**src/hw/rtl/assert_macros.svh**
```systemverilog
// Assertion helpers
`ifndef ASSERT_MACROS_SVH
`define ASSERT_MACROS_SVH
`ifndef SYNTH
`define BRD_ASSERT(label, clk, rstn, prop) \
  label: assert property (@(posedge clk) disable iff (!rstn) prop) else $error("%m failed");
`define BRD_ASSERT_RST(label, clk, prop) \
  label: assert property (@(posedge clk) prop) else $error("%m failed");
`else
`define BRD_ASSERT(label, clk, rstn, prop)
`define BRD_ASSERT_RST(label, clk, prop)
`endif
`endif

```
**src/hw/rtl/brd_pkg.sv**
```systemverilog
package brd_pkg;
  localparam int unsigned Depth   = 4096;
  localparam int unsigned MaxRead = 64;
  localparam int unsigned AW      = $clog2(Depth);
  localparam int unsigned CW      = 13;

  typedef enum logic [2:0] {
    FN_PUSH_BACK  = 3'd0,
    FN_PUSH_FRONT = 3'd1,
    FN_POP_FRONT  = 3'd2,
    FN_POP_BACK   = 3'd3,
    FN_DROP_FRONT = 3'd4,
    FN_DROP_BACK  = 3'd5,
    FN_CLEAR      = 3'd6,
    FN_NONE       = 3'd7
  } func_e;

  // front -> back command
  typedef struct packed {
    logic          wr;      // store write
    logic [AW-1:0] waddr;
    logic [7:0]    wdata;
    logic          rd;      // read run
    logic [AW-1:0] raddr;
    logic [6:0]    n;       // bytes to read (>0 when rd)
    logic [CW-1:0] amount;
    logic          status;
    logic [CW-1:0] fill;
  } cmd_t;

  typedef struct packed {
    logic [7:0]    byte_out;
    logic          byte_valid;
    logic [CW-1:0] amount;
    logic          status;
    logic          last;
    logic [CW-1:0] fill;
  } res_t;
endpackage

```
**src/hw/rtl/brd_queue.sv**
```systemverilog
module brd_queue (
  input  logic          clk_i,
  input  logic          rst_ni,
  input  logic          in_valid_i,
  output logic          in_ready_o,
  input  brd_pkg::cmd_t in_i,
  output logic          out_valid_o,
  input  logic          out_ready_i,
  output brd_pkg::cmd_t out_o
);
  brd_pkg::cmd_t mem_q [2];
  logic [1:0] wp_q, rp_q;
  logic [1:0] cnt;

  assign cnt = wp_q - rp_q;
  assign in_ready_o = (cnt != 2'd2);
  assign out_valid_o = (cnt != 2'd0);
  assign out_o = mem_q[rp_q[0]];

  always_ff @(posedge clk_i) begin
    if (in_valid_i && in_ready_o) mem_q[wp_q[0]] <= in_i;
  end

  always_ff @(posedge clk_i or negedge rst_ni) begin
    if (!rst_ni) begin
      wp_q <= '0; rp_q <= '0;
    end else begin
      if (in_valid_i && in_ready_o) wp_q <= wp_q + 2'd1;
      if (out_valid_o && out_ready_i) rp_q <= rp_q + 2'd1;
    end
  end
endmodule

```
**config.mk**
```make
export PLATFORM = sky130hd
export DESIGN_NAME = brd_queue
export DESIGN_NICKNAME = d
export VERILOG_FILES = /design/src/hw/rtl/assert_macros.svh /design/src/hw/rtl/brd_pkg.sv /design/src/hw/rtl/brd_queue.sv
export SDC_FILE = /design/constraint.sdc
export NUM_CORES = 1
export LEC_CHECK = 0
export BUFFER_PORTS_ARGS = -buffer_cell sky130_fd_sc_hd__buf_2
export CAP_MARGIN = 15
export CELL_PAD_IN_SITES_DETAIL_PLACEMENT = 0
export CELL_PAD_IN_SITES_GLOBAL_PLACEMENT = 1
export CORE_MARGIN = 4
export CORE_UTILIZATION = 40
export DETAILED_ROUTE_END_ITERATION = 6
export HOLD_SLACK_MARGIN = 0.02
export PLACE_DENSITY = 0.76
export SLEW_MARGIN = 5
export SYNTH_ARGS = -nofsm -noshare
export SYNTH_HDL_FRONTEND = slang
export SYNTH_SLANG_ARGS = --single-unit
```
**constraint.sdc**
```tcl
create_clock -name clk_i -period 8.9 [get_ports clk_i]
set_clock_uncertainty 0.05 [all_clocks]
set_input_delay 2.225 -clock clk_i [delete_from_list [all_inputs] [get_ports clk_i]]
set_output_delay 2.225 -clock clk_i [all_outputs]
set_load 0.01 [all_outputs]
```
[Word-level counts from Yosys, hierarchy flattened]
Memories as Yosys holds them, arrays and structs flattened.
Cells that the tools add are included.
Cells by class
  $add $sub $neg: 3
  $mul: 0
  divide/modulo/power cells: 0
  magnitude comparators: 0
  equal/unequal tests: 1
  shift operators: 0
  muxes and demuxes: 2
  bitwise gates (word level): 0
  reduce and logical (&&, ||, !) cells: 3
Operators with widths (number)
  2-bit by 1-bit adder with 2-bit output (second input constant): 2
  1-bit logical AND: 2
  1-bit 2-to-1 mux: 2
  2-bit inequality test (second input constant): 1
  2-bit nonzero test: 1
  2-bit subtractor: 1
Word-level totals
  register bits: 4
  latch bits: 0
  bits in writable memories: 136
  ROM bits: 0
  input port bits: 72
  output and inout port bits: 70
  memories kept: 1
Memory list
  mem_q: depth 2, width 68, read ports 1, clocked after memory_dff 0, wr ports 1, RTL line brd_queue.sv:11  | brd_pkg::cmd_t mem_q [2];

[Depth between registers and ports, before layout]
Gate-level depths: netlist of the first run.
  depth in word-level cells: 5
  depth in mapped cells: 5

[Worst setup path after synthesis of the first run]
Ideal clock, no wire load.
  path type: input port to flip-flop
  from: input port in_valid_i
  to: memory mem_q[1][0] (netlist bit), enable pin
  library setup time: 517 ps
  arrival: 5616 ps
  setup slack: 2717 ps
  cell stages on the path: 2
  path buffers: 0
  path through: nand2_1 a21oi_1
Between the ends
  longest elaborated chain between the ends: 3
Ends and longest elaborated chain
  start: declaration: RTL line brd_queue.sv:4  | input logic in_valid_i,
  1-bit logical AND: RTL line brd_queue.sv:21  | if (in_valid_i && in_ready_o) mem_q[wp_q[0]] <= in_i;
  1-bit 2-to-1 mux: RTL line brd_queue.sv:21
  1-bit 2-to-1 mux (implied by the code): RTL line brd_queue.sv:21
  end: declaration: RTL line brd_queue.sv:11
No other way between the ends.

==> reports/results.txt, run 1 <==
gr ovfl total: 0
area delta synth->final: 27.6%
Worst EP required: 6.63 ns
final hold violation count: 0
final worst path period need: 4.41 ns
Die W: 122 um
NumNets Final: 466
pwr/cell area: 343 mW/mm^2
crit path max fanout: 76
# setup viols final: 0
Fmax: 0.227 GHz
Hold Path Cell Cnt: 2
Placed Area: 0.00605 mm^2
crit path cell chain: mux2_2 > buf_2
H-tree levels: 4
layout cell share with drive strength beyond 1: 50.2%
Port Buffers: 141
starting density of the core: 40.9%
placed cell count: 547
Post-Synthesis Net Count: 313
Slew @ Worst Pin: 1.04 ns
Synth Instances: 241
post-CTS setup buffer count: 0
Cell variety after synth: 19
CTS tree: built
WS Path Type: reg2out
Static Leak: 0.00246 uW
kind of end point of the critical path: output pin
die height: 122 um
final period utilization: 49.6%
Routed Antenna Nets: 0
WP data arrival: 2.14 ns
row cnt: 41
clock slew at the register clock pins of the worst setup and hold paths: 0.05 ns
post-cts hold buffer count: 0
Avg Cell Area, Syn: 21.4 um^2
Root Buffer: clkbuf_16
Total Routed Length: 8960 um
CTS max path bufs: 2
I/O Pins: 142
Worst R2R End: mem_q[0][16]
fin area: 0.00659 mm^2
WP buf/inv: 1
number of max-cap violations: 0
hold endpoint: wp_q[1]
sequential share of the synthesized area: 81.0%
CP delay by family, top: flip-flops
GR Util All Layers: 12.8%
Startpoint Class: flop
Synth Cell Area: 0.00517 mm^2
final instance count without filler cells: 578
detailed-placement wirelength estimate: 5650 um
#FFs+latches synth: 140
Die ar.: 0.0148 mm^2
Vias: 2676
worst r2r src: rp_q[0]
Max-slew headroom: 30.6%
area of the core: 0.0126 mm^2
pin count of the biggest net entering global routing: 77
post-route setup slack: 4.49 ns
CP peak stage delay: 1.11 ns
Worst Hold Class: reg2reg
reg2reg setup slack: 6.27 ns
first-iteration detailed-routing DRC count: 132
# DRC: 0
reg2reg path depth: 3
Power Total: 2260 uW
clock sinks: 140
diode count: 0
unrepaired setup endpoints after global routing: false
Worst path slowest cell: dfrtp_4
Setup WS pre-CTS: 4.88 ns
RePlAce Congestion: 0.743
outcome: completed
# resized after CTS: 0
worst hold path startpoint: wp_q[1]
Yosys warning total: 0
first-pass GRT wire length: 14300 um
WL/cell: 15.5 um
Max VDD drop: 0.000160 V
vias per cell: 4.63
initial antenna violation count: 0
TNS Setup: 0 ns
clk_lat worst skew: 0.40 ns
First-pass DRT Iterations: 4
Final Slew Violations: 0
number of global-route vias before repair: 2935
CTS buffer count: 17
[area by class of cell]
cell class	instances	area [um^2]
fill	1062	6030
sequential	140	4190
multi-input combinational	91	925
timing repair buffer	143	721
clock buffer	21	440
tap	172	215
clock inverter	10	100
inverter	1	3.75
[cells in the final DEF, fill, tap and decap left out]
cell type	netlist	layout
buf_2	4	141
edfxtp_1	136	136
mux2_2	35	35
mux2_1	34	34
clkbuf_16	0	17
nand2_1	6	6
clkinv_1	0	4
clkbuf_1	0	4
o21ai_1	3	3
dfrtp_1	4	3
xnor2_1	2	2
nand2b_1	2	2
mux2i_1	2	2
bufinv_16	0	2
clkinv_2	0	2
clkinvlp_4	0	2
buf_4	1	2
xor2_1	1	1
nor2_1	2	1
nor2_4	0	1
a21oi_4	0	1
nand3_1	1	1
o211ai_1	1	1
a21boi_0	1	1
inv_1	1	1
dfrtp_4	0	1
[flip-flops by register name, indices dropped and copies added (netlist names)]
signal  count
mem_q     136
rp_q        2
wp_q        2
[kinds of logic (layout without fill, tap and decap cells)]
family,after synthesis,count (layout),share of synthesized area [%]
buffers and inverters,10,175,1.48
multiplexers,71,71,15.4
AO/OA/AOI/OAI,6,6,0.678
AND/OR/NAND/NOR,11,11,0.920
flip-flops,140,140,81.0
XOR/XNOR,3,3,0.509
[power breakdown]
group | switching [uW] | internal (uW)
Clock | 234 | 405
Combinational | 314 | 274
Sequential | 107 | 931
Total | 654 | 1610
[tightest hold or removal path: cells and delay by family, from the launching register on]
family           cells  cell delay (ns)
flip-flops           1             0.40
AND/OR/NAND/NOR      1             0.07
AO/OA/AOI/OAI        1             0.07
[per-stage QoR]
step                util, %  hold slack (ns)
floorplan                 -            0.479
global placement       48.0            0.501
detailed placement     48.0            0.531
CTS                    52.2            0.543
global route           52.2            0.575
finish                 52.2            0.535
[synthesized netlist by cell type]
cell / number / area share (%)
edfxtp_1: 136 / 79
mux2_2: 35 / 7.6
mux2_1: 34 / 7.4
nand2_1: 6 / 0.44
buf_2: 4 / 0.39
buf_6: 4 / 0.87
dfrtp_1: 4 / 1.9
o21ai_1: 3 / 0.29
mux2i_1: 2 / 0.39
nand2b_1: 2 / 0.24
nor2_1: 2 / 0.15
xnor2_1: 2 / 0.34
a21boi_0: 1 / 0.15
a21oi_1: 1 / 0.097
buf_4: 1 / 0.15
inv_1: 1 / 0.073
nand3_1: 1 / 0.097
o211ai_1: 1 / 0.15
xor2_1: 1 / 0.17
[layer usage]
layer,up-vias,global-route usage [%],routed length [um],share of wire (%)
met5,-,0,0,0
met4,0,4.90,42,0.47
met3,4,5.80,737,8.2
met2,99,21.0,4520,50
met1,1314,14.7,3660,41
li1,1259,-,-,-
[how the worst max path moves through the flow]
stage                from           to  slack [ns]  cells past startpoint
2_1_floorplan  in_valid_i  mem_q[1][0]        2.72                      2
3_3_place_gp      rp_q[0]     out_o[9]        4.91                      2
3_5_place_dp      rp_q[0]     out_o[9]        4.88                      2
4_1_cts           rp_q[0]     out_o[9]        4.44                      2
5_1_grt           rp_q[0]     out_o[7]        4.37                      2
6_report          rp_q[0]     out_o[9]        4.49                      2
(Power assumes the default switching activity.)
==> run 2: changes to the inputs <==
--- a/config.mk
+++ b/config.mk
@@ -5,15 +5,16 @@
 export SDC_FILE = /design/constraint.sdc
 export NUM_CORES = 1
 export LEC_CHECK = 0
+export ABC_AREA = 1
 export BUFFER_PORTS_ARGS = -buffer_cell sky130_fd_sc_hd__buf_2
 export CAP_MARGIN = 15
 export CELL_PAD_IN_SITES_DETAIL_PLACEMENT = 0
 export CELL_PAD_IN_SITES_GLOBAL_PLACEMENT = 1
 export CORE_MARGIN = 4
-export CORE_UTILIZATION = 40
+export CORE_UTILIZATION = 37
 export DETAILED_ROUTE_END_ITERATION = 6
 export HOLD_SLACK_MARGIN = 0.02
-export PLACE_DENSITY = 0.76
+export PLACE_DENSITY = 0.78
 export SLEW_MARGIN = 5
 export SYNTH_ARGS = -nofsm -noshare
 export SYNTH_HDL_FRONTEND = slang
==> constraint.sdc (replaced) <==
create_clock -name clk_i -period 3.7 [get_ports clk_i]
set_clock_uncertainty 0.05 [all_clocks]
set_input_delay 0.925 -clock clk_i [delete_from_list [all_inputs] [get_ports clk_i]]
set_output_delay 0.925 -clock clk_i [all_outputs]
set_load 0.01 [all_outputs]
==> run 2 against run 1 <==
Global-route usage rose by 0.86 points. Critical endpoint is now in_ready_o. Sequential share of layout area is 1.1 points lower. Clock-buffer cell count decreased by 3. Design area increased by 1.7%. Non-clock buffer count grew 3. Via count rose by 23%. Critical path type unchanged. Routed wire length grew 15%.
==> reports/results.txt, run 2 <==
outcome: completed
RePlAce Congestion: 0.721
first-pass GRT wire length: 16500 um
CTS max path bufs: 2
WP data arrival: 1.92 ns
WL/cell: 14.0 um
flip-flop count of the largest register after layout: 136
pin count of the biggest net entering global routing: 72
area delta synth->final: 29.1%
# resized after CTS: 0
CTS tree: built
diode count: 0
FFs w/ async S/R, synth: 2.86%
number of synthesized flops with an enable pin: 136
Final Slew Violations: 0
area of the core: 0.0138 mm^2
first-iteration detailed-routing DRC count: 193
crit path max fanout: 71
initial antenna violation count: 1
Root Buffer: clkbuf_16
Combinational Power Share: 29.8%
top-count cell post-synth: nand2_1
gr ovfl total: 0
power share of the clock group: 30.4%
unrepaired setup endpoints after global routing: false
top post-synthesis cells by area: edfxtp_1 (79%), nand2_1 (16%), dfrtp_1 (1.9%)
final worst path period need: 2.89 ns
Avg Cell Area, Syn: 13.3 um^2
global-route met3 utilization: 6.23%
final period utilization: 78.2%
register area: 0.00419 mm^2
NumNets Final: 614
sequential fraction of design power: 39.8%
CP peak stage delay: 0.62 ns
clock sinks: 140
clk_lat worst skew: 0.40 ns
# DRC: 0
top cells by count, synth: nand2_1 (221), edfxtp_1 (136), buf_2 (10)
kind of end point of the critical path: output pin
Post-Synthesis Net Count: 464
Startpoint Class: flop
clock slew at the register clock pins of the worst setup and hold paths: 0.05 ns
#FFs+latches synth: 140
Yosys top cell area share: 78.6%
Worst Hold Class: in2async
CTS buffer count: 17
Internal Pwr Total: 3960 uW
Port Buffers: 141
starting density of the core: 37.6%
Max-slew headroom: 48.7%
Yosys warning total: 0
Fmax: 0.346 GHz
post-layout util: 48.5%
Power Total: 5840 uW
Die W: 127 um
Die ar.: 0.0160 mm^2
Cell variety after synth: 12
final hold violation count: 0
FILL cells: 1212
GR Util All Layers: 13.6%
area of the multi-input gates: 903 um^2
met1 Usage GRT: 15.5%
Placed Area: 0.00608 mm^2
Max VDD drop: 0.000386 V
sequential share of the synthesized area: 80.5%
TNS Setup: 0 ns
switch share: 32.2%
Synth Cell Area: 0.00520 mm^2
Worst EP required: 2.72 ns
Synth Instances: 392
crit path cell chain: buf_4 > nand2_1 > nand2_2 > nand2_2 > buf_2
Slew @ Worst Pin: 0.769 ns
area leader, netlist: edfxtp_1
most frequent cells in the layout: nand2_1 (221), buf_2 (141), edfxtp_1 (136)
GR peak layer: met2
Worst path slowest cell: buf_4
Total Routed Length: 10300 um
fin area: 0.00671 mm^2
Crit path top cell by count: nand2_2
Static Leak: 0.00291 uW
WS Path Type: reg2out
vias per cell: 4.48
NetSw: 1880 uW
H-tree levels: 4
layout cell share with drive strength beyond 1: 32.8%
# setup viols final: 0
number of max-cap violations: 0
row cnt: 43
met2 Usage GRT: 22.5%
detailed-placement wirelength estimate: 6490 um
most common cell after layout, fill and taps aside: nand2_1
Top FF cell, synth: edfxtp_1
Routed Antenna Nets: 0
die height: 127 um
post-CTS setup buffer count: 0
I/O Pins: 142
number of global-route vias before repair: 3357
Vias: 3294
post-cts hold buffer count: 0
First-pass DRT Iterations: 4
pwr/cell area: 871 mW/mm^2
run 2: changes by cell type after synthesis, sizes merged, moves of 2 or more:
cell,previous run,this run
buf,9,15
xnor2,2,0
mux2,69,0
inv,1,5
nand2b,2,0
nand2,6,225
nand3,1,4
mux2i,2,0
o21ai,3,0
run 2: path summary, 6_finish.rpt:
kind / depth (start not counted) / to / slack, ns / start
min in group clk_i: 2 / wp_q[0] / 0.51 / wp_q[0]
worst min-delay path: 1 / wp_q[0] / 0.26 / rst_ni
worst max register to register: 7 / mem_q[0][60] / 1.26 / rp_q[0]
max in group asynchronous: 1 / rp_q[0] / 3.21 / rst_ni
worst min register to register: 2 / wp_q[0] / 0.51 / wp_q[0]
worst max-delay path: 5 / in_ready_o / 0.81 / rp_q[0]
run 2: critical path: cells and delay by family (launching register included):
family                 cells  cell delay [ns]
flip-flops                 1             0.38
AND/OR/NAND/NOR            3             0.35
buffers and inverters      2             0.78
run 2: power groups by stage:
stage / logic (uW) / clock network [uW] / registers, uW
2_1_floorplan: 1090 / 0 / 2350
3_3_place_gp: 1760 / 0 / 2340
3_5_place_dp: 1790 / 0 / 2360
4_1_cts: 1800 / 1820 / 2330
5_1_grt: 1970 / 1900 / 2360
6_report: 1740 / 1780 / 2320
run 2: through the flow:
stage,instances,hold slack (ns),setup WS (ns)
after floorplan,392,0.451,0.475
after global placement,703,0.480,1.19
after detailed placement,703,0.510,1.19
after CTS,735,0.235,0.716
after global routing,735,0.237,0.612
final,735,0.264,0.806
run 2: final cells by class:
class	instances	area share, %
timing repair buffer	146	11.1
clock buffer	18	6.40
clock inverter	14	2.98
sequential	140	62.4
multi-input combinational	232	13.5
tap	180	3.36
inverter	5	0.317
run 2: kinds of logic (layout without fill, tap and decap cells):
| kind of cell | count (synthesis) | in the layout | synth area share (%) |
|---|---|---|---|
| AND/OR/NAND/NOR | 230 | 230 | 16.9 |
| flip-flops | 140 | 140 | 80.5 |
| buffers and inverters | 20 | 183 | 2.24 |
| XOR/XNOR | 2 | 2 | 0.337 |
run 2: layer usage:
layer  wire (um)  share of wire, %
met1        4200                41
met2        5200                50
met3         778               7.5
met4         125               1.2
met5           7             0.068
