$ cat src/hw/rtl/assert_macros.svh
// Assertion helpers
`ifndef ASSERT_MACROS_SVH
`define ASSERT_MACROS_SVH
`ifndef SYNTH
`define BRD_ASSERT(label, clk, rstn, prop) \
  label: assert property (@(posedge clk) disable iff (!rstn) prop) else $error("%m failed");
`define BRD_ASSERT_RST(label, clk, prop) \
  label: assert property (@(posedge clk) prop) else $error("%m failed");
`else
`define BRD_ASSERT(label, clk, rstn, prop)
`define BRD_ASSERT_RST(label, clk, prop)
`endif
`endif

$ cat src/hw/rtl/brd_pkg.sv
package brd_pkg;
  localparam int unsigned Depth   = 4096;
  localparam int unsigned MaxRead = 64;
  localparam int unsigned AW      = $clog2(Depth);
  localparam int unsigned CW      = 13;

  typedef enum logic [2:0] {
    FN_PUSH_BACK  = 3'd0,
    FN_PUSH_FRONT = 3'd1,
    FN_POP_FRONT  = 3'd2,
    FN_POP_BACK   = 3'd3,
    FN_DROP_FRONT = 3'd4,
    FN_DROP_BACK  = 3'd5,
    FN_CLEAR      = 3'd6,
    FN_NONE       = 3'd7
  } func_e;

  // front -> back command
  typedef struct packed {
    logic          wr;      // store write
    logic [AW-1:0] waddr;
    logic [7:0]    wdata;
    logic          rd;      // read run
    logic [AW-1:0] raddr;
    logic [6:0]    n;       // bytes to read (>0 when rd)
    logic [CW-1:0] amount;
    logic          status;
    logic [CW-1:0] fill;
  } cmd_t;

  typedef struct packed {
    logic [7:0]    byte_out;
    logic          byte_valid;
    logic [CW-1:0] amount;
    logic          status;
    logic          last;
    logic [CW-1:0] fill;
  } res_t;
endpackage

$ cat src/hw/rtl/brd_front.sv
module brd_front (
  input  logic                   clk_i,
  input  logic                   rst_ni,
  input  logic                   cfg_we_i,
  input  logic [12:0]            cfg_wdata_i,
  input  logic                   in_valid_i,
  output logic                   in_ready_o,
  input  logic [2:0]             func_i,
  input  logic [7:0]             data_i,
  input  logic [12:0]            count_i,
  input  logic                   start_i,
  output logic                   cmd_valid_o,
  input  logic                   cmd_ready_i,
  output brd_pkg::cmd_t          cmd_o
);
  localparam int unsigned AW = brd_pkg::AW;
  localparam int unsigned CW = brd_pkg::CW;

  logic [CW-1:0] cap_q, cap_d;
  logic [AW-1:0] head_q, head_d, tail_q, tail_d, gp_q, gp_d;
  logic [CW-1:0] fill_q, fill_d, left_q, left_d;
  logic          acc_q, acc_d;
  logic [CW-1:0] cap_eff;
  logic [CW:0]   sum;
  logic [CW-1:0] n;
  logic          fire;
  brd_pkg::func_e fn;

  function automatic logic [CW-1:0] wadd(logic [CW-1:0] a, logic [CW-1:0] b,
                                         logic [CW-1:0] c);
    logic [CW:0] s;
    s = {1'b0, a} + {1'b0, b};
    if (s >= {1'b0, c}) s = s - {1'b0, c};
    return s[CW-1:0];
  endfunction

  function automatic logic [CW-1:0] wsub(logic [CW-1:0] a, logic [CW-1:0] b,
                                         logic [CW-1:0] c);
    logic [CW:0] s;
    s = {1'b0, a} + {1'b0, c} - {1'b0, b};
    if (s >= {1'b0, c}) s = s - {1'b0, c};
    return s[CW-1:0];
  endfunction

  assign cap_d = cfg_wdata_i;
  assign cap_eff = (cap_q == '0) ? CW'(1) :
                   (cap_q > CW'(brd_pkg::Depth)) ? CW'(brd_pkg::Depth) : cap_q;
  assign fn = brd_pkg::func_e'(func_i);
  assign in_ready_o = cmd_ready_i;
  assign fire = in_valid_i && in_ready_o;
  assign sum = {1'b0, fill_q} + {1'b0, count_i};

  always_comb begin
    head_d = head_q; tail_d = tail_q; gp_d = gp_q; fill_d = fill_q;
    left_d = left_q; acc_d = acc_q;
    cmd_o = '0;
    n = '0;
    if (fn == brd_pkg::FN_PUSH_BACK || fn == brd_pkg::FN_PUSH_FRONT) begin
      if (start_i) begin
        if (sum <= {1'b0, cap_eff}) begin
          acc_d = 1'b1;
          left_d = count_i;
          fill_d = sum[CW-1:0];
          if (fn == brd_pkg::FN_PUSH_BACK) begin
            gp_d = tail_q;
            tail_d = AW'(wadd(CW'(tail_q), count_i, cap_eff));
          end else begin
            head_d = AW'(wsub(CW'(head_q), count_i, cap_eff));
            gp_d = head_d;
          end
        end else begin
          acc_d = 1'b0;
          left_d = '0;
          cmd_o.status = 1'b1;
        end
      end else if (!acc_q) begin
        cmd_o.status = 1'b1;
      end
      if (acc_d && left_d != '0) begin
        cmd_o.wr = 1'b1;
        cmd_o.waddr = gp_d;
        cmd_o.wdata = data_i;
        gp_d = AW'(wadd(CW'(gp_d), CW'(1), cap_eff));
        left_d = left_d - CW'(1);
      end
    end else begin
      left_d = '0;
      if (fn == brd_pkg::FN_POP_FRONT || fn == brd_pkg::FN_POP_BACK) begin
        n = (count_i > CW'(brd_pkg::MaxRead)) ? CW'(brd_pkg::MaxRead) : count_i;
        if (n > fill_q) n = fill_q;
        if (fn == brd_pkg::FN_POP_FRONT) begin
          cmd_o.raddr = head_q;
          head_d = AW'(wadd(CW'(head_q), n, cap_eff));
        end else begin
          tail_d = AW'(wsub(CW'(tail_q), n, cap_eff));
          cmd_o.raddr = tail_d;
        end
        fill_d = fill_q - n;
        cmd_o.rd = (n != '0);
        cmd_o.n = n[6:0];
        cmd_o.amount = n;
      end else if (fn == brd_pkg::FN_DROP_FRONT || fn == brd_pkg::FN_DROP_BACK) begin
        n = (count_i > fill_q) ? fill_q : count_i;
        if (fn == brd_pkg::FN_DROP_FRONT) head_d = AW'(wadd(CW'(head_q), n, cap_eff));
        else tail_d = AW'(wsub(CW'(tail_q), n, cap_eff));
        fill_d = fill_q - n;
        cmd_o.amount = n;
      end else if (fn == brd_pkg::FN_CLEAR) begin
        head_d = '0; tail_d = '0; fill_d = '0; gp_d = '0; acc_d = 1'b0;
      end
    end
    cmd_o.fill = fill_d;
  end

  assign cmd_valid_o = in_valid_i;

  always_ff @(posedge clk_i or negedge rst_ni) begin
    if (!rst_ni) begin
      cap_q <= CW'(brd_pkg::Depth);
      head_q <= '0; tail_q <= '0; gp_q <= '0; fill_q <= '0; left_q <= '0;
      acc_q <= 1'b0;
    end else if (cfg_we_i) begin
      cap_q <= cap_d;
      head_q <= '0; tail_q <= '0; gp_q <= '0; fill_q <= '0; left_q <= '0;
      acc_q <= 1'b0;
    end else if (fire) begin
      head_q <= head_d; tail_q <= tail_d; gp_q <= gp_d; fill_q <= fill_d;
      left_q <= left_d; acc_q <= acc_d;
    end
  end
endmodule

$ cat config.mk
export PLATFORM = sky130hd
export DESIGN_NAME = brd_front
export DESIGN_NICKNAME = d
export VERILOG_FILES = /design/src/hw/rtl/assert_macros.svh /design/src/hw/rtl/brd_pkg.sv /design/src/hw/rtl/brd_front.sv
export SDC_FILE = /design/constraint.sdc
export NUM_CORES = 1
export LEC_CHECK = 0
export CAP_MARGIN = 10
export CORE_MARGIN = 3
export CORE_UTILIZATION = 50
export DETAILED_ROUTE_END_ITERATION = 10
export DONT_BUFFER_PORTS = 1
export SKIP_LAST_GASP = 1
export SYNTH_ARGS = -nofsm -noshare
export SYNTH_HDL_FRONTEND = slang
export SYNTH_SLANG_ARGS = --single-unit
$ cat constraint.sdc
create_clock -name clk_i -period 11.2 [get_ports clk_i]
set_input_delay 0.56 -clock clk_i [delete_from_list [all_inputs] [get_ports clk_i]]
set_output_delay 0.56 -clock clk_i [all_outputs]
set_load 0.01 [all_outputs]
; Word level (Yosys, flattened, before mapping)
; Index checks and enable logic that the tools add are counted.
[classes]
n_eq_ne = 16
bitwise = 0
n_reduce_logical = 15
n_shift = 0
multipliers = 0
mux = 80
order_cmp = 12
div = 0
addsub = 20
[ops]
columns = op, n
row1 = $mux 12, 39
row2 = $mux 13, 24
row3 = $ge 14x13->1, 6
row4 = $sub 12x12->12, 7
row5 = $add 12x13->14, 5
row6 = $mux 21, 2
row7 = $sub 14x13->14, 3
row8 = $mux 33, 1
row9 = $gt 13x13->1, 2
row10 = $reduce_bool 13->1, 2
row11 = $sub 13x13->13, 2
row12 = $mux 20, 1
row13 = $add 13x13->14, 1
row14 = $le 14x13->1, 1
row15 = $reduce_and 7->1, 2
row16 = $add 12x1->13 const B, 1
row17 = $ge 13x13->1, 1
row18 = $gt 13x13->1 const B, 1
row19 = $gt 13x7->1 const B, 1
row20 = $logic_not 13->1, 1
row21 = $mux 1, 13
row22 = $sub 13x1->13 const B, 1
row23 = $ne 3x3->1 const B, 4
row24 = $ne 5x5->1 const B, 2
row25 = 12 further kinds, 20
[totals]
wordCells = 150
mem_bits_rw = 0
reg_bits = 76
inputBits = 43
rom_bits = 0
latchBits = 0
out_inout_bits = 70
memories = 0

; Logic depth before layout (Yosys ltp)
; Gate-level depths: netlist of the first run.
[depth]
word_depth = 18
depth_mapped = 42
depth_no_buf = 40

; Worst setup path after synthesis of the first run
; OpenSTA, ideal clock, no wires.
[synth_path]
path_type = reg-to-reg
startpoint = reg cap_q[12]
endpoint = reg gp_q[10]
t_arrival_ns = 8.989
required_time_ns = 11.134
path_stages_with_launch = 38
period_less_slack_ns = 9.055
n_path_buf = 2
setup_slack_ns = 2.145
setup_time_ns = 0.066
path_cell_list = dfstp_2 > inv_1 > buf_1 > nand2_1 > fa_1 > inv_1 > fa_1 > a21oi_1 > o211ai_1 > or4_1 > a31o_2 > a21oi_1 > o21bai_1 > a21oi_1 > xnor2_1 > ha_1 > a211o_1 > o32ai_2 > (+2 left out) > buf_8 > mux2_4 > o21ai_2 > mux2i_1 > inv_1 > ha_1 > nand2b_4 > or4_1 > xor2_1 > ha_1 > and3_1 > o311ai_0 > a31o_2 > o21ai_0 > and3_1 > or4b_2 > nand3_1 > a221o_1
[synth_via]
elab_chain_cells = 18
elab_cells_between_ends = 30
classes_between = add/sub (5) / order compare (4) / mux (18) / reduce/logical (3)
[synth_rtl]
columns = element, line_no
row1 = "start, declared", brd_front.sv:19  ; logic [CW-1:0] cap_q, cap_d;
row2 = "start signal, assigned", brd_front.sv:119  ; cap_q <= CW'(brd_pkg::Depth);
row3 = "start signal, assigned", brd_front.sv:123  ; cap_q <= cap_d;
row4 = $gt 13x13->1, brd_front.sv:47  ; (cap_q > CW'(brd_pkg::Depth)) ? CW'(brd_pkg::Depth) : cap_q;
row5 = $mux 13, brd_front.sv:47
row6 = $mux 13 (*), brd_front.sv:46  ; assign cap_eff = (cap_q == '0) ? CW'(1) :
row7 = $add 12x13->14, brd_front.sv:40  ; s = {1'b0, a} + {1'b0, c} - {1'b0, b};
row8 = $sub 14x13->14, brd_front.sv:40
row9 = $sub 12x12->12 / $ge 14x13->1 (equally long branches), brd_front.sv:41  ; if (s >= {1'b0, c}) s = s - {1'b0, c};
row10 = $mux 12, brd_front.sv:41
row11 = $mux 12, brd_front.sv:64  ; if (fn == brd_pkg::FN_PUSH_BACK) begin
row12 = (+2 left out), n/a
row13 = $mux 12, brd_front.sv:58  ; if (fn == brd_pkg::FN_PUSH_BACK || fn == brd_pkg::FN_PUSH_FRONT) begin
row14 = $add 12x1->13, brd_front.sv:32  ; s = {1'b0, a} + {1'b0, b};
row15 = $sub 12x12->12 / $ge 13x13->1 (equally long branches), brd_front.sv:33  ; if (s >= {1'b0, c}) s = s - {1'b0, c};
row16 = $mux 12, brd_front.sv:33
row17 = $mux 12 (*), brd_front.sv:79  ; if (acc_d && left_d != '0) begin
row18 = $mux 12 (*), brd_front.sv:58
row19 = $mux 12 (*), brd_front.sv:126  ; end else if (fire) begin
row20 = $mux 12 (*), brd_front.sv:122  ; end else if (cfg_we_i) begin
row21 = "end signal, assigned", brd_front.sv:120  ; head_q <= '0; tail_q <= '0; gp_q <= '0; fill_q <= '0; left_q <= '0;
row22 = "end signal, assigned", brd_front.sv:124  ; head_q <= '0; tail_q <= '0; gp_q <= '0; fill_q <= '0; left_q <= '0;
row23 = "end signal, assigned", brd_front.sv:127  ; head_q <= head_d; tail_q <= tail_d; gp_q <= gp_d; fill_q <= fill_d;
row24 = "end, declared", brd_front.sv:20  ; logic [AW-1:0] head_q, head_d, tail_q, tail_d, gp_q, gp_d;
; Mark *: on every way between the ends. The rest lies on a longest branch, timed or not. The select of a mux whose other input is x is not followed.
; A chain may end at the register's enable or synchronous reset.

; Final worst setup path of the first run
[layout_path]
startpoint = reg cap_q[10]
endpoint = reg gp_q[10]
; Same word-level chain as after synthesis.

==> results.ini, run 1 <==
[run_status]
status=finished clean

[power_and_ir_drop]
power.share.combinational_pct=89.8
switching_share_pct=56.3
power_per_cell_area_nw_per_um2=393
seqPwrFrac_pct=5.9
p_leak_uw=0.00828
clock_power_share_pct=4.2
vdd_ir_drop_max_uv=528
power.switching_uw=4020
cellInternalPower_uw=3120

[clock_tree]
clockBufferDepth=2
post_cts_resized=0
clkSlewWorstSetupHoldPaths_ps=70
root_buffer=sky130_fd_sc_hd__clkbuf_16
clk_latency_ps=380
num_cts_buffers=9
clock_sinks=76
cts-htree-levels=3
post-cts-setup-buffers=0
tritoncts_clock_tree=built
cts.hold.buffers_added=1

[global_route]
gr-total-overflow=0
global_route_usage_over_all_layers_pct=37.5
grt_max_degree=76
grt_pass1_vias=16600
grt_pass1_wl_um=103000
antenna_violations_before_repair=0

[routing]
drc=0
vias_per_cell=6.59
antenna_violating_nets_post_route=0
dr_total_vias=17800
drt-initial-drc-count=1890
routed_wirelength_um=70300
detail_route.wl_per_cell_um=26.0
drt_pass1_iterations=6

[timing]
period_share_pct=86.0
setup_viol=0
max_slew.worst_pin.slew_ps=1120
fmaxAchievable_mhz=104
finalHoldViolations=0
maxSlewViolCount=0
grt_setup_unrepaired=no
clock-skew-final_ps=11.5
max_slew_margin_pct=25.2
final.min_clock_period_ps=9630
setup_total_negative_slack_ps=0

[setup_path]
cp_slowest_cell=sky130_fd_sc_hd__or4b_2
critPathCaptureType=flip-flop
worstPathRequired_ps=11520
crit-reg2reg-capture=gp_q[10]
arrival_ps=9950
timing.critical_path.fanout_max=15
worst_r2r_path_depth=40
critical-path-top-cell-by-count=sky130_fd_sc_hd__ha_1
reg2reg_setup_slack_ps=1570
crit_type=reg2reg
critical_path.reg2reg.startpoint=cap_q[10]
critical_path.startpoint_type=flip-flop
worst_path_largest_cell_delay_ps=610

[layout]
fillerInstances=3294
layout.nets=2576
final-seq-area_um2=1900
multi_input_comb_area_um2=14400
fin_util_pct=53.9
drive_gt1_share_pct=7.28
area_delta_synth_final_pct=5.19

[yosys]
netlist_area_um2=17300
synth_top_cells_by_count=257 x sky130_fd_sc_hd__ha_1, 183 x sky130_fd_sc_hd__nand2_1, 182 x sky130_fd_sc_hd__nor2_1
synthMostInstantiatedCell=sky130_fd_sc_hd__ha_1
synth_largest_area_cell=sky130_fd_sc_hd__ha_1
synthCells=2263
ys_async_sr_fraction_pct=100
number_of_flops_mapped_to_enable_cells_by_yosys=0
ys_dominant_reg_cell=sky130_fd_sc_hd__dfrtp_1
synth_area_leaders=sky130_fd_sc_hd__ha_1 19%, sky130_fd_sc_hd__dfrtp_1 11%, sky130_fd_sc_hd__xnor2_1 6.0%, sky130_fd_sc_hd__a21oi_1 5.0%, sky130_fd_sc_hd__nand2_1 4.0%
synth.ff_latch_count=76
synth.distinct_cells=111
yosys_warnings=0
yosysSeqAreaShare_pct=11.0
average_cell_area_after_synthesis_um2=7.64
synth_top_area_share_pct=18.6

[floorplan]
top_level_ports=113
row_count=67
initial_util_pct=51.2
coreArea_um2=33800
die-area_um2=36900
die-width_um=192
floorplan.die.height_um=192

[job]
max_cap_violations=0

[placement]
dp.final_hpwl_um=53600
finalWeightedCongestion=0.981
port-buffer-count=0

[hold_path]
holdCritPathClass=in2async

-- metrics by stage --
stage	hold WS, ps	total power [uW]	setup slack [ps]	cells	instance area [um^2]
floorplan	264	5220	2140	2268	17300
global placement	267	6600	1810	2683	17900
detailed placement	266	6660	1690	2683	17900
CTS	7.93	7010	1640	2700	18200
global route	104	7700	972	2701	18200
finish	81.3	7150	1570	2702	18200
-- worst max path at each step --
| stage | from | end |
|---|---|---|
| 3_3_place_gp | cap_q[10] | gp_q[10] |
| 3_5_place_dp | cap_q[10] | gp_q[10] |
| 4_1_cts | cap_q[10] | gp_q[10] |
| 5_1_grt | cap_q[10] | gp_q[10] |
| 2_1_floorplan | cap_q[12] | gp_q[10] |
| 6_report | cap_q[10] | gp_q[10] |
-- layout make-up --
class,instances,area share [%]
multi-input combinational,1941,79.3
sequential,76,10.5
inverter,174,3.59
tap,448,3.08
timing repair buffer,46,2.02
clock buffer,12,1.35
clock inverter,4,0.138
antenna,1,0.0138
-- layer usage --
metal	global-route usage [%]	vias up	wire, um
met4	17.9	0	3790
met3	7.01	183	5900
met2	58.7	882	30500
li1	-	8259	-
met5	0	-	0
met1	49.8	8480	30100
-- cell usage in the layout (no fill, tap or decap), types with 13 or more instances in the layout --
master	count
sky130_fd_sc_hd__nor3_1	62
sky130_fd_sc_hd__nor4_1	13
sky130_fd_sc_hd__inv_1	169
sky130_fd_sc_hd__a211oi_1	15
sky130_fd_sc_hd__and2_1	18
sky130_fd_sc_hd__buf_4	44
sky130_fd_sc_hd__nand2b_1	30
sky130_fd_sc_hd__fa_1	28
sky130_fd_sc_hd__o21bai_1	21
sky130_fd_sc_hd__xor2_1	54
sky130_fd_sc_hd__a21oi_1	172
sky130_fd_sc_hd__o22ai_1	30
sky130_fd_sc_hd__mux2i_1	58
sky130_fd_sc_hd__o31ai_1	22
sky130_fd_sc_hd__a21o_1	42
sky130_fd_sc_hd__dfrtp_1	75
sky130_fd_sc_hd__a211o_1	13
sky130_fd_sc_hd__nor2_1	181
sky130_fd_sc_hd__mux2_2	35
sky130_fd_sc_hd__nand4_1	25
sky130_fd_sc_hd__a21boi_0	15
sky130_fd_sc_hd__nand2_1	183
sky130_fd_sc_hd__o211ai_1	16
sky130_fd_sc_hd__nand3_1	59
sky130_fd_sc_hd__a31oi_1	31
sky130_fd_sc_hd__or3_1	25
sky130_fd_sc_hd__nor2b_1	40
sky130_fd_sc_hd__o21ai_0	128
sky130_fd_sc_hd__or2_2	13
sky130_fd_sc_hd__and3_1	19
sky130_fd_sc_hd__o21a_1	30
sky130_fd_sc_hd__xnor2_1	119
sky130_fd_sc_hd__ha_1	257
-- power by group through the flow --
stage | Sequential, uW | Clock (uW) | Combinational [uW]
6_report | 425 | 303 | 6420
5_1_grt | 425 | 319 | 6960
4_1_cts | 419 | 307 | 6280
3_5_place_dp | 424 | 0 | 6240
3_3_place_gp | 423 | 0 | 6180
2_1_floorplan | 372 | 0 | 4850
-- worst max-delay path, delay by kind of cell (launching register included) --
family | cells | cell delay [ps]
AND/OR/NAND/NOR | 10 | 3240
adder cells (fa/ha/maj) | 6 | 1710
AO/OA/AOI/OAI | 14 | 2670
buffers and inverters | 6 | 760
XOR/XNOR | 2 | 310
multiplexers | 2 | 470
flip-flops | 1 | 400
-- flip-flops by register name, summed over array words and instances, names as in the netlist --
name    flops
acc_q       1
cap_q      13
fill_q     13
gp_q       12
head_q     12
left_q     13
tail_q     12
-- cells by family after synthesis --
family	share of synthesized area [%]
other	0.0217
adder cells (fa/ha/maj)	21.8
AO/OA/AOI/OAI	26.6
flip-flops	11.0
XOR/XNOR	8.76
AND/OR/NAND/NOR	19.8
buffers and inverters	5.66
multiplexers	6.36
Note: power is estimated with default switching activity, not from simulation.
==> run 2: changes to the inputs <==
--- a/config.mk
+++ b/config.mk
@@ -5,6 +5,7 @@
 export SDC_FILE = /design/constraint.sdc
 export NUM_CORES = 1
 export LEC_CHECK = 0
+export ABC_AREA = 1
 export CAP_MARGIN = 10
 export CORE_MARGIN = 3
 export CORE_UTILIZATION = 50
==> run 2 against run 1 <==
  * Final cell count increased by 25%
  * Die area rose by 3.9%
  * Critical path depth is 3 lower
==> results.ini, run 2 <==
[yosys]
synthMostInstantiatedCell=sky130_fd_sc_hd__nand2_1
synth_largest_area_cell=sky130_fd_sc_hd__ha_1
synth_top_area_share_pct=17.9  ; -0.72 points
synth.distinct_cells=65  ; -41%
netlist_area_um2=18000  ; +4.0%
synth.ff_latch_count=76  ; unchanged
yosysSeqAreaShare_pct=10.6  ; -0.42 points
synthCells=2943  ; +30%
synth_area_leaders=sky130_fd_sc_hd__ha_1 18%, sky130_fd_sc_hd__nand2_1 15%, sky130_fd_sc_hd__dfrtp_1 10%, sky130_fd_sc_hd__inv_1 10%, sky130_fd_sc_hd__a21oi_1 6.5%
synth_top_cells_by_count=702 x sky130_fd_sc_hd__nand2_1, 479 x sky130_fd_sc_hd__inv_1, 257 x sky130_fd_sc_hd__ha_1
yosys_warnings=0  ; unchanged
average_cell_area_after_synthesis_um2=6.11  ; -20%
ys_async_sr_fraction_pct=100  ; unchanged
number_of_flops_mapped_to_enable_cells_by_yosys=0  ; unchanged
ys_dominant_reg_cell=sky130_fd_sc_hd__dfrtp_1

[floorplan]
top_level_ports=113  ; unchanged
coreArea_um2=35000  ; +3.5%
floorplan.die.height_um=196  ; +1.9%
die-area_um2=38300  ; +3.9%
row_count=68  ; +1.5%
initial_util_pct=51.5  ; +0.25 points
die-width_um=196  ; +1.9%

[global_route]
gr-total-overflow=0  ; unchanged
global_route_usage_over_all_layers_pct=38.4  ; +0.86 points
grt_pass1_wl_um=113000  ; +9.3%
grt_pass1_vias=19000  ; +15%
grt_max_degree=76  ; unchanged
antenna_violations_before_repair=1  ; +1

[setup_path]
critical-path-top-cell-by-count=sky130_fd_sc_hd__nand2_1
worstPathRequired_ps=10640  ; -880 ps
crit-reg2reg-capture=gp_q[5]
critPathTopFamily=compound AO/OA/AOI/OAI gates
cp_slowest_cell=sky130_fd_sc_hd__o21ai_0
arrival_ps=7940  ; -2010 ps
critPathCaptureType=primary output
crit_buf_inv=5  ; -1
critical_path.reg2reg.startpoint=cap_q[9]
reg2reg_setup_slack_ps=2910  ; +1340 ps
worst_path_largest_cell_delay_ps=680  ; +70 ps
critical_path.startpoint_type=input port
timing.critical_path.fanout_max=19  ; +4
worst_r2r_path_depth=47  ; +18%
crit_type=in2out

[layout]
finalNonFillerCells=3386  ; +25%
layout.nets=3253  ; +26%
area_delta_synth_final_pct=4.55
layout.cells.most_common=sky130_fd_sc_hd__nand2_1
drive_gt1_share_pct=3.58  ; -3.7 points
reg_top3=cap_q: 13 flops, fill_q: 13 flops, left_q: 13 flops
mostFrequentLayoutCells=702 x sky130_fd_sc_hd__nand2_1, 479 x sky130_fd_sc_hd__inv_1, 257 x sky130_fd_sc_hd__ha_1

[run_status]
status=finished clean

[timing]
period_share_pct=75.9  ; -10 points
finalHoldViolations=0  ; unchanged
maxSlewViolCount=0  ; unchanged
final.min_clock_period_ps=8500  ; -1130 ps
clock-skew-final_ps=11.1  ; -0.382 ps
worst_slack_ps=2700  ; +1130 ps
setup_total_negative_slack_ps=0  ; unchanged
max_slew.worst_pin.slew_ps=1330  ; +212 ps
fmaxAchievable_mhz=118  ; +13%
setup_viol=0  ; unchanged
hold-worst-slack_ps=31.6  ; -49.7 ps
grt_setup_unrepaired=no
max_slew_margin_pct=10.4  ; -15 points

[routing]
drt_pass1_iterations=5  ; -1
detail_route.wl_per_cell_um=22.3  ; -14%
routed_wirelength_um=75600  ; +7.5%
drt-initial-drc-count=2043  ; +8.1%
vias_per_cell=5.99  ; -9.1%
drc=0  ; unchanged
dr_total_vias=20300  ; +14%
antenna_violating_nets_post_route=0  ; unchanged

[clock_tree]
tritoncts_clock_tree=built
root_buffer=sky130_fd_sc_hd__clkbuf_16
clock_sinks=76  ; unchanged
post-cts-setup-buffers=0  ; unchanged
clk_latency_ps=370  ; about the same
num_cts_buffers=9  ; unchanged
cts-htree-levels=3  ; unchanged
clkSlewWorstSetupHoldPaths_ps=70  ; about the same
clockBufferDepth=2  ; unchanged

[job]
max_cap_violations=0  ; unchanged

[placement]
placement.setup.worst_slack_ps=2900  ; +1210 ps
finalWeightedCongestion=1.05  ; +7.4%
dp.final_hpwl_um=60300  ; +12%
dp.cells=3368  ; +26%
port-buffer-count=0  ; unchanged

[hold_path]
holdCritPathClass=in2async

-- run 2: worst reg2reg max path: cells and delay by family (launching register included) --
| family | cells | cell delay [ps] |
|---|---|---|
| AO/OA/AOI/OAI | 8 | 1600 |
| adder cells (fa/ha/maj) | 5 | 1600 |
| buffers and inverters | 7 | 1310 |
| XOR/XNOR | 1 | 200 |
| flip-flops | 1 | 390 |
| AND/OR/NAND/NOR | 26 | 3070 |
-- run 2: what timing repair did --
item | 4_1_cts | 5_1_grt
endpoints found under the setup margin | 0 | 0
hold endpoints to repair | 75 | 0
hold buffers | 1 | 0
gates resized for setup | 0 | 0
-- run 2: stage by stage --
| stage | util (%) | instance area (um^2) |
|---|---|---|
| after global routing | 53.8 | 18800 |
| after floorplan | - | 18000 |
| after detailed placement | 52.9 | 18500 |
| final | 53.8 | 18800 |
| after global placement | 52.9 | 18500 |
| after CTS | 53.8 | 18800 |
-- run 2: logic make-up after synthesis --
| kind of cell | count (synthesis) | share of synthesized area, % |
|---|---|---|
| AND/OR/NAND/NOR | 1279 | 30.2 |
| AO/OA/AOI/OAI | 585 | 18.4 |
| buffers and inverters | 563 | 12.2 |
| adder cells (fa/ha/maj) | 285 | 21.0 |
| XOR/XNOR | 154 | 7.50 |
| flip-flops | 76 | 10.6 |
| other | 1 | 0.0208 |
-- run 2: cell type report --
cell class	instances	area, um^2
Clock inverter	5	37.5
Multi-Input combinational cell	2309	13900
Sequential cell	76	1900
Antenna cell	1	2.50
Timing Repair Buffer	38	305
Fill cell	3663	16200
Clock buffer	11	233
Tap cell	455	569
Inverter	491	1840
-- run 2: worst max path at each step --
stage                           from         to  cells after the start
after floorplan             cap_q[9]    gp_q[5]                     46
after CTS                 count_i[5]  cmd_o[41]                     37
after global routing      count_i[5]  cmd_o[41]                     37
after global placement    count_i[5]  cmd_o[41]                     37
final                     count_i[5]  cmd_o[41]                     37
after detailed placement  count_i[5]  cmd_o[41]                     37
-- run 2: routing by layer --
metal | part of all wire, % | vias to the layer above | track usage [%]
met3 | 10 | 259 | 7.52
met1 | 41 | 9387 | 50.9
met2 | 42 | 1041 | 59.2
met4 | 6.3 | 2 | 20.0
met5 | 0.020 | - | 0
li1 | - | 9583 | -
Power of run 2 is left out: the tool's default activity adds up to more than one toggle a clock period on the data nets, which glitch-free logic cannot reach.
==> run 3: changes to the inputs <==
==> constraint.sdc (replaced) <==
create_clock -name clk_i -period 7.9 [get_ports clk_i]
set_input_delay 0.395 -clock clk_i [delete_from_list [all_inputs] [get_ports clk_i]]
set_output_delay 0.395 -clock clk_i [all_outputs]
set_load 0.01 [all_outputs]
==> run 3 against run 2 <==
  * Sequential share of layout area shrank 0.16 points
  * Setup slack lost 2200 ps
  * Flip-flop and latch count is the same
  * Via count shrank 0.10%
  * Largest cell class unchanged
==> results.ini, run 3 (synthesis results as in run 2) <==
[setup_path]
worstPathRequired_ps=8160  ; -2480 ps
critical_path.startpoint_type=flip-flop
arrival_ps=7640  ; -300 ps
critPathCaptureType=flip-flop
worst_path_largest_cell_delay_ps=490  ; -190 ps
crit_type=reg2reg
cp_slowest_cell=sky130_fd_sc_hd__fa_1
timing.critical_path.fanout_max=7  ; -12
critical-path-top-cell-by-count=sky130_fd_sc_hd__nand2_1

[run_status]
status=finished clean

[layout]
multi_input_comb_area_um2=14000  ; +0.68%
layout.nets=3278  ; +0.77%
n_antenna_cell=0  ; -1
final-seq-area_um2=1900  ; unchanged
drive_gt1_share_pct=5.21  ; +1.6 points
reg_top3=cap_q: 13 flops, fill_q: 13 flops, left_q: 13 flops
post-route-cell-area_um2=19100  ; +1.6%
layout.cells.most_common=sky130_fd_sc_hd__nand2_1
fin_util_pct=54.7  ; +0.88 points
fillerInstances=3692  ; +0.79%
area_delta_synth_final_pct=6.27
mostFrequentLayoutCells=699 x sky130_fd_sc_hd__nand2_1, 476 x sky130_fd_sc_hd__inv_1, 254 x sky130_fd_sc_hd__ha_1

[routing]
drt-initial-drc-count=1943  ; -4.9%
drc=0  ; unchanged
routed_wirelength_um=74200  ; -1.8%
dr_total_vias=20300  ; -0.10%
vias_per_cell=5.94  ; -0.81%
antenna_violating_nets_post_route=0  ; unchanged
drt_pass1_iterations=7  ; +2
detail_route.wl_per_cell_um=21.8  ; -2.5%

[timing]
final.min_clock_period_ps=7380
max_slew.worst_pin.slew_ps=1140  ; -192 ps
finalHoldViolations=0  ; unchanged
period_share_pct=93.4
clock-skew-final_ps=9.27  ; -1.81 ps
setup_total_negative_slack_ps=0  ; unchanged
max_slew_margin_pct=23.9  ; +13 points
setup_viol=0  ; unchanged
maxSlewViolCount=0  ; unchanged
fmaxAchievable_mhz=136
hold-worst-slack_ps=137  ; +105 ps

[clock_tree]
clockBufferDepth=2  ; unchanged
cts-htree-levels=3  ; unchanged
clock_sinks=76  ; unchanged
num_cts_buffers=9  ; unchanged
tritoncts_clock_tree=built
clkSlewWorstSetupHoldPaths_ps=70  ; about the same
clk_latency_ps=370  ; about the same
root_buffer=sky130_fd_sc_hd__clkbuf_16

[floorplan]
top_level_ports=113  ; unchanged
coreArea_um2=35000  ; unchanged
die-width_um=196  ; unchanged
initial_util_pct=51.5  ; unchanged
die-area_um2=38300  ; unchanged
floorplan.die.height_um=196  ; unchanged
row_count=68  ; unchanged

[global_route]
grt_pass1_vias=18800  ; -1.1%
global_route_usage_over_all_layers_pct=37.6  ; -0.77 points
grt_pass1_wl_um=111000  ; -1.6%
grt_max_degree=77  ; +1.3%
gr-total-overflow=0  ; unchanged
antenna_violations_before_repair=1  ; unchanged

[job]
max_cap_violations=0  ; unchanged

[hold_path]
holdCritPathClass=in2reg

[placement]
place_area_um2=18600  ; +0.65%
finalWeightedCongestion=1.03  ; -1.8%
port-buffer-count=0  ; unchanged
dp.final_hpwl_um=59400  ; -1.5%

[run 3: cell types whose count changed in the layout (fill, tap and decap cells not counted), sizes merged]
cell and delta:
clkinvlp +2, clkinv -1, diode -1, clkbuf -2, dlygate4sd3 +1, inv +2, buf +23
[run 3: routing by layer]
| layer | up-vias | global-route usage, % | part of all wire [%] |
|---|---|---|---|
| met2 | 1043 | 57.2 | 42 |
| met5 | - | 0 | 0.018 |
| met1 | 9308 | 50.5 | 41 |
| li1 | 9640 | - | - |
| met4 | 2 | 21.0 | 6.9 |
| met3 | 258 | 6.56 | 9.9 |
[run 3: area by class of cell]
class | count | share of cell area (%)
clock inverters | 7 | 0.301
flip-flops and latches | 76 | 9.95
repair buffers | 62 | 2.62
multi-input cells | 2309 | 73.3
well taps | 455 | 2.98
clock buffers | 9 | 1.18
repair inverters | 1 | 0.0262
inverters | 491 | 9.66
[run 3: worst paths after layout]
path	to	cells past startpoint	slack, ps	start
max reg2reg	gp_q[10]	48	520	cap_q[9]
min	cap_q[12]	1	140	cfg_we_i
max in group asynchronous	fill_q[5]	2	6860	rst_ni
max	gp_q[10]	48	520	cap_q[9]
min reg2reg	left_q[11]	2	480	left_q[11]
min in group asynchronous	head_q[5]	2	650	rst_ni
[run 3: worst max-delay path: cells and delay by family (launching register included)]
kind	cells	cell delay, ps
DFF	1	380
buffers and inverters	8	830
and+or+nand+nor	28	3090
xor gates and xnor gates	2	340
AOI/OAI and AO/OA	6	1110
adders and majority gates	4	1520
[run 3: repair_timing]
action,in CTS,in global routing
hold endpoints to repair,76,0
gates resized for setup,0,32
hold buffers,2,0
setup endpoints to repair,0,36
setup buffers,0,7
[run 3: through the flow]
step                setup slack (ps)  instances
finish                           524       3410
global placement                 302       3384
CTS                             82.3       3402
floorplan                        560       2948
detailed placement               136       3384
global route                   -31.6       3410
Power of run 3 is left out for the same reason.
